===== config.mk =====
export PLATFORM = sky130hd
export DESIGN_NAME = hewt_ram
export DESIGN_NICKNAME = d
export VERILOG_FILES = /design/src/rtl/hebbian_edge_weight_table_macros.svh /design/src/rtl/hewt_ram.sv
export SDC_FILE = /design/constraint.sdc
export NUM_CORES = 1
export LEC_CHECK = 0
export BUFFER_PORTS_ARGS = -buffer_cell sky130_fd_sc_hd__buf_2
export CAP_MARGIN = 0
export CORE_MARGIN = 2
export CORE_UTILIZATION = 56
export DETAILED_ROUTE_END_ITERATION = 10
export PLACE_DENSITY = 0.75
export SYNTH_ARGS = -nofsm -noshare
export SYNTH_HDL_FRONTEND = slang
export SYNTH_SLANG_ARGS = --single-unit

===== constraint.sdc =====
create_clock -name clk -period 2 [get_ports clk]
set_clock_uncertainty 0.2 [all_clocks]
set_input_delay 0.2 -clock clk [delete_from_list [all_inputs] [get_ports clk]]
set_output_delay 0.2 -clock clk [all_outputs]
set_load 0.005 [all_outputs]

===== src/rtl/hebbian_edge_weight_table_macros.svh =====
// Assertion macros for the edge weight table
`ifndef HEBBIAN_EDGE_WEIGHT_TABLE_MACROS_SVH
`define HEBBIAN_EDGE_WEIGHT_TABLE_MACROS_SVH
`define HEWT_ASSERT_IMPL(label, clk, rst, ante, cons) \
  label: assert property (@(posedge clk) disable iff (rst) (ante) |-> (cons)) \
    else $error("hewt check failed");
`define HEWT_ASSERT_NEXT(label, clk, rst, ante, cons) \
  label: assert property (@(posedge clk) disable iff (rst) (ante) |=> (cons)) \
    else $error("hewt check failed");
`endif


===== src/rtl/hewt_ram.sv =====
// Generic single-port write, single read RAM with registered read
`timescale 1ns / 1ps
`default_nettype none
module hewt_ram #(
  parameter int WIDTH = 8,
  parameter int DEPTH = 64
) (
  input  wire logic                     clk,
  input  wire logic                     we,
  input  wire logic [$clog2(DEPTH)-1:0] waddr,
  input  wire logic [WIDTH-1:0]         wdata,
  input  wire logic [$clog2(DEPTH)-1:0] raddr,
  output logic      [WIDTH-1:0]         rdata
);
  logic [WIDTH-1:0] mem [DEPTH];
  always_ff @(posedge clk) begin
    if (we) mem[waddr] <= wdata;
    rdata <= mem[raddr];
  end
endmodule
`default_nettype wire


### After elaboration in Yosys (flattened, before gate mapping)

Memories as Yosys holds them, arrays and structs flattened. A register that Yosys moved wholly into a read port is not among the register bits.
Index checks and enable logic that the tools add are counted.

| word-level totals | value |
|---|---|
| input bits | 22 |
| word-level logic and storage cells | 3 |
| memory bits (read-only) | 0 |
| flip-flop bits (word level) | 0 |
| RAM bits | 512 |
| bits in latches | 0 |
| memories kept | 1 |

Memories:

| memory | depth | bits a word | read ports | clocked after memory_dff | write ports | RTL line | text |
|---|---|---|---|---|---|---|---|
| mem | 64 | 8 | 1 | 1 | 1 | hewt_ram.sv:15 | `logic [WIDTH-1:0] mem [DEPTH];` |

| operators by class | value |
|---|---|
| shift operators | 0 |
| multipliers | 0 |
| $lt $le $gt $ge | 0 |
| equality and inequality tests | 0 |
| mux-type cells | 2 |
| divide/modulo/power cells | 0 |
| reduce and logical (&&, ||, !) cells | 0 |
| bitwise gates (word level) | 0 |
| $add $sub $neg | 0 |

Operators by type and width:

| cell | count |
|---|---|
| $mux W1 | 2 |

### Longest topological paths before layout

| depth | value |
|---|---|
| depth after elaboration | 2 |
| depth in mapped cells | 9 |

### Worst setup path after synthesis

No wires, ideal clock.

| path | value |
|---|---|
| path kind | input to register |
| from | in raddr[1] |
| to | reg rdata[3] (read register of mem) |
| library setup time | 0.128 ns |
| cell stages on the path | 7 |
| path slack | -0.068 ns |
| arrival | 1.740 ns |
| path through | buf_4 > buf_2 > buf_2 > mux4_2 > mux4_2 > o21ai_1 > o41ai_1 |

RTL lines:

| element | RTL line | text |
|---|---|---|
| start: declaration | hewt_ram.sv:12 | `input wire logic [$clog2(DEPTH)-1:0] raddr,` |
| end: declaration | hewt_ram.sv:13 | `output logic [WIDTH-1:0] rdata` |

==> summary.txt <==
Yosys
  – Ys async rst share: 0%
  – Post-synth EDFFs: approximately 510
  – Mux contribution to synthesized area: between 10% and 20%
  – Synth Area in XOR/XNOR: 0%
  – Synth Area in Compound Gates: between 2 and 2.5%
  – Post-synthesis cell type count: 40
  – Netlist Area Pre-Place: ~0.020 mm^2
  – Register area share after synthesis: between 70 and 80%
  – Synthesized instance count: 940
  – Ys Warns: 0
  – Simple-Gate Fraction of Synth Area: under 10%
  – Syn_area_per_cell: roughly 21 um^2
  – Largest family of logic cells by synthesized area: multiplexers
  – Top FF cell, synth: edfxtp_1
  – Syn nets: between 900 and 1,000
  – Post-synthesis adder-cell area fraction: 0%
  – FF+latch count, synth: 520

Timing
  – Fin crit share: 101%
  – Max-slew headroom: 20.7%
  – RSZ-0062 raised after global routing: true
  – Final Max Slew Viols: 0
  – Final hold violations: 8
  – Fin Hold WS: -0.135 ns
  – Fmax: approximately 0.5 GHz
  – Minimum clock period: between 2 and 2.5 ns
  – Worst setup margin: -0.0140 ns
  – Setup-failing EPs final: 1
  – Worst-Margin Slew: roughly 1.2 ns

Power
  – Max rail drop VDD: roughly 0.00073 V
  – Pwr Total: about 23 mW
  – Cell Int Power: between 15 and 20 mW
  – Power density over the cells: 946 mW/mm^2
  – Psw: 4.58 mW
  – Static leakage: slightly below 8 nW
  – Sequential group share of total power: around 54%
  – Comb power frac: 5.7%
  – Clk pwr share: 40.5%
  – Switching part of the total: around a fifth

Flow run
  – Max-Cap Viols: 0

Floorplanning
  – Core ar.: roughly 0.035 mm^2
  – Chip Width: 194 um
  – Row count: a little under 70
  – Initial Utilization: 56.8%
  – Num ports: 30
  – Die height: slightly below 200 um
  – DIE AREA: 0.0375 mm^2

Setup path
  – Setup crit end kind: register
  – Req. time, crit path: roughly 2.3 ns
  – Flop2flop setup slack: -0.01 ns
  – Startpoint Class: register
  – R2R Path End: rdata[2]
  – Kind of critical path: register to register
  – CP Max Fanout: 1
  – Reg-to-reg startpoint: mem[15][2]
  – CP arrival: between 2 and 2.5 ns
  – FF-to-FF path depth: 5

Global routing
  – Vias in the first global route: between 10,000 and 15,000
  – Global-route wire length before repair: 66,000 um
  – Initial antenna violation count: 0
  – GRT Util Overall: 24.0%
  – Largest net degree at the start of global routing: 65
  – Total gr overflow: 0

Drt
  – DRC: 0
  – Post-route ant nets: 0
  – WL final: 44,300 um
  – Wire per inst: about 27 um
  – Vias/cell: 6.19
  – Initial DRC Count: ~1,100
  – First-pass DRT Iterations: 5
  – Vias: 10,100

Worst hold path
  – Hold EP: rdata[1]
  – Hold Path Stages: 3
  – Hold Crit Start: raddr[5]
  – Path type of the worst min-delay path: input pin to register

Place
  – GPL Wtd Cong: about 0.83
  – Cell Area, Placed: around 0.022 mm^2
  – PortBufs: 29
  – Detailed placement HPWL: about 28,000 um

CTS
  – Inserted Clock Buffers: 50
  – Number of post-CTS setup repair buffers: 0
  – Clock latency on the worst-skew pair: between 0.5 and 0.6 ns
  – H-Tree Depth: 2
  – Clk buf depth: 3
  – Clock sink total: 520
  – Worst-path clk slew: ~0.06 ns
  – Hold_buf cts: 2
  – CTS tree: yes
  – Root buf cell: clkbuf_16

Finish
  – ANT cells: 0
  – Layout cells sized above 1: 35.8%
  – Nets: ~1,200
  – Area grow syn2layout: 17.9%
  – Final instance area: 0.0238 mm^2
  – Fill cell count: about 2,200

Run status
  – Failing checks: negative hold slack, negative setup slack
  – Status: finished, violations left
power groups by stage:
| stage | Clock (mW) | Combinational (mW) | Sequential, mW |
|---|---|---|---|
| floorplan | 0 | 0.645 | 12.3 |
| global placement | 0 | 1.19 | 12.3 |
| detailed placement | 0 | 1.22 | 12.3 |
| CTS | 9.24 | 1.25 | 12.1 |
| global route | 9.68 | 1.36 | 12.1 |
| finish | 9.11 | 1.28 | 12.1 |
routing by layer:
layer	global-route usage [%]	vias to the layer above	wire, um
met4	8.06	0	1240
met3	4.61	79	3760
li1	-	4323	-
met5	0	-	0
met1	33.9	5287	17300
met2	38.5	439	21900
worst max-delay path, stage by stage, from the launching register on:
cell	delay, ns
edfxtp_1	0.39
mux4_2	0.49
mux4_2	0.55
nor2_4	0.12
nor3_2	0.04
o2bb2ai_1	0.13
final cells by class:
class | count | area (um^2) | area share [%]
Sequential cell | 520 | 15500 | 65.3
Clock inverter | 29 | 231 | 0.974
Clock buffer | 61 | 1360 | 5.70
Timing Repair Buffer | 196 | 1600 | 6.72
Tap cell | 461 | 577 | 2.43
Multi-Input combinational cell | 369 | 4480 | 18.8
timing repair:
| action | in CTS | in global routing |
|---|---|---|
| setup endpoints to repair | 8 | 7 |
| gates resized for setup | 16 | 17 |
| pin swaps | 4 | 6 |
| hold endpoints to repair | 96 | 8 |
sequential cells by signal, indices dropped and copies added (netlist names):
signal and count:
mem 512, rdata 8
layout by cell type, fill, tap and decap left out, types with 9 or more instances in the layout:
master and n:
nand2_1 19, buf_2 26, buf_12 14, clkbuf_16 53
nor2_1 78, nand3_1 13, edfxtp_1 512, mux2i_1 23
buf_4 152, mux4_2 126, mux2_2 9, clkinv_1 16
nor2b_1 14
cell usage after synthesis (3+ instances only):
master / instances / share of area (%)
a211oi_1: 4 / 0.15
a21oi_1: 3 / 0.074
a221oi_1: 6 / 0.26
a22oi_1: 3 / 0.11
buf_1: 4 / 0.074
buf_2: 11 / 0.27
buf_4: 13 / 0.48
buf_6: 4 / 0.22
clkbuf_1: 17 / 0.32
dfxtp_1: 8 / 0.79
edfxtp_1: 512 / 76
mux2_2: 13 / 0.73
mux2i_1: 23 / 1.1
mux4_2: 126 / 14
nand2_1: 19 / 0.35
nand2b_1: 7 / 0.22
nand3_1: 13 / 0.32
nand3b_1: 3 / 0.11
nor2_1: 83 / 1.5
nor2b_1: 14 / 0.43
nor3_1: 7 / 0.17
o2111ai_1: 3 / 0.13
o221ai_1: 8 / 0.35
o22ai_1: 8 / 0.25
o2bb2ai_1: 3 / 0.13
metrics by stage:
step	std cells	hold slack [ns]	TNS, ns	util [%]	setup slack [ns]
2_1_floorplan	940	0.0989	0	-	0.00871
3_3_place_gp	1544	0.422	-3.49	62.0	-0.495
3_5_place_dp	1544	0.424	-3.67	62.0	-0.513
4_1_cts	1636	-0.178	-0.0590	66.8	-0.0408
5_1_grt	1636	-0.127	-0.0816	67.0	-0.0413
6_report	1636	-0.135	-0.0140	67.0	-0.0140
kinds of logic (layout without fill, tap and decap cells):
family | Yosys count | in the layout
AOI/OAI and AO/OA | 54 | 54
buffers and inverters | 51 | 286
DFF | 520 | 520
muxes | 162 | 162
and+or+nand+nor | 153 | 153
worst max-delay path by stage:
stage               endpoint        from  slack [ns]  cells past startpoint
finish              rdata[2]  mem[15][2]       -0.01                      5
global route        rdata[2]  mem[12][2]       -0.04                      5
CTS                 rdata[6]  mem[21][6]       -0.04                      5
detailed placement  rdata[5]    raddr[0]       -0.51                      6
global placement    rdata[3]    raddr[0]       -0.50                      6
floorplan           rdata[3]    raddr[0]       0.009                      6
Note: power is estimated with default switching activity, not from simulation.
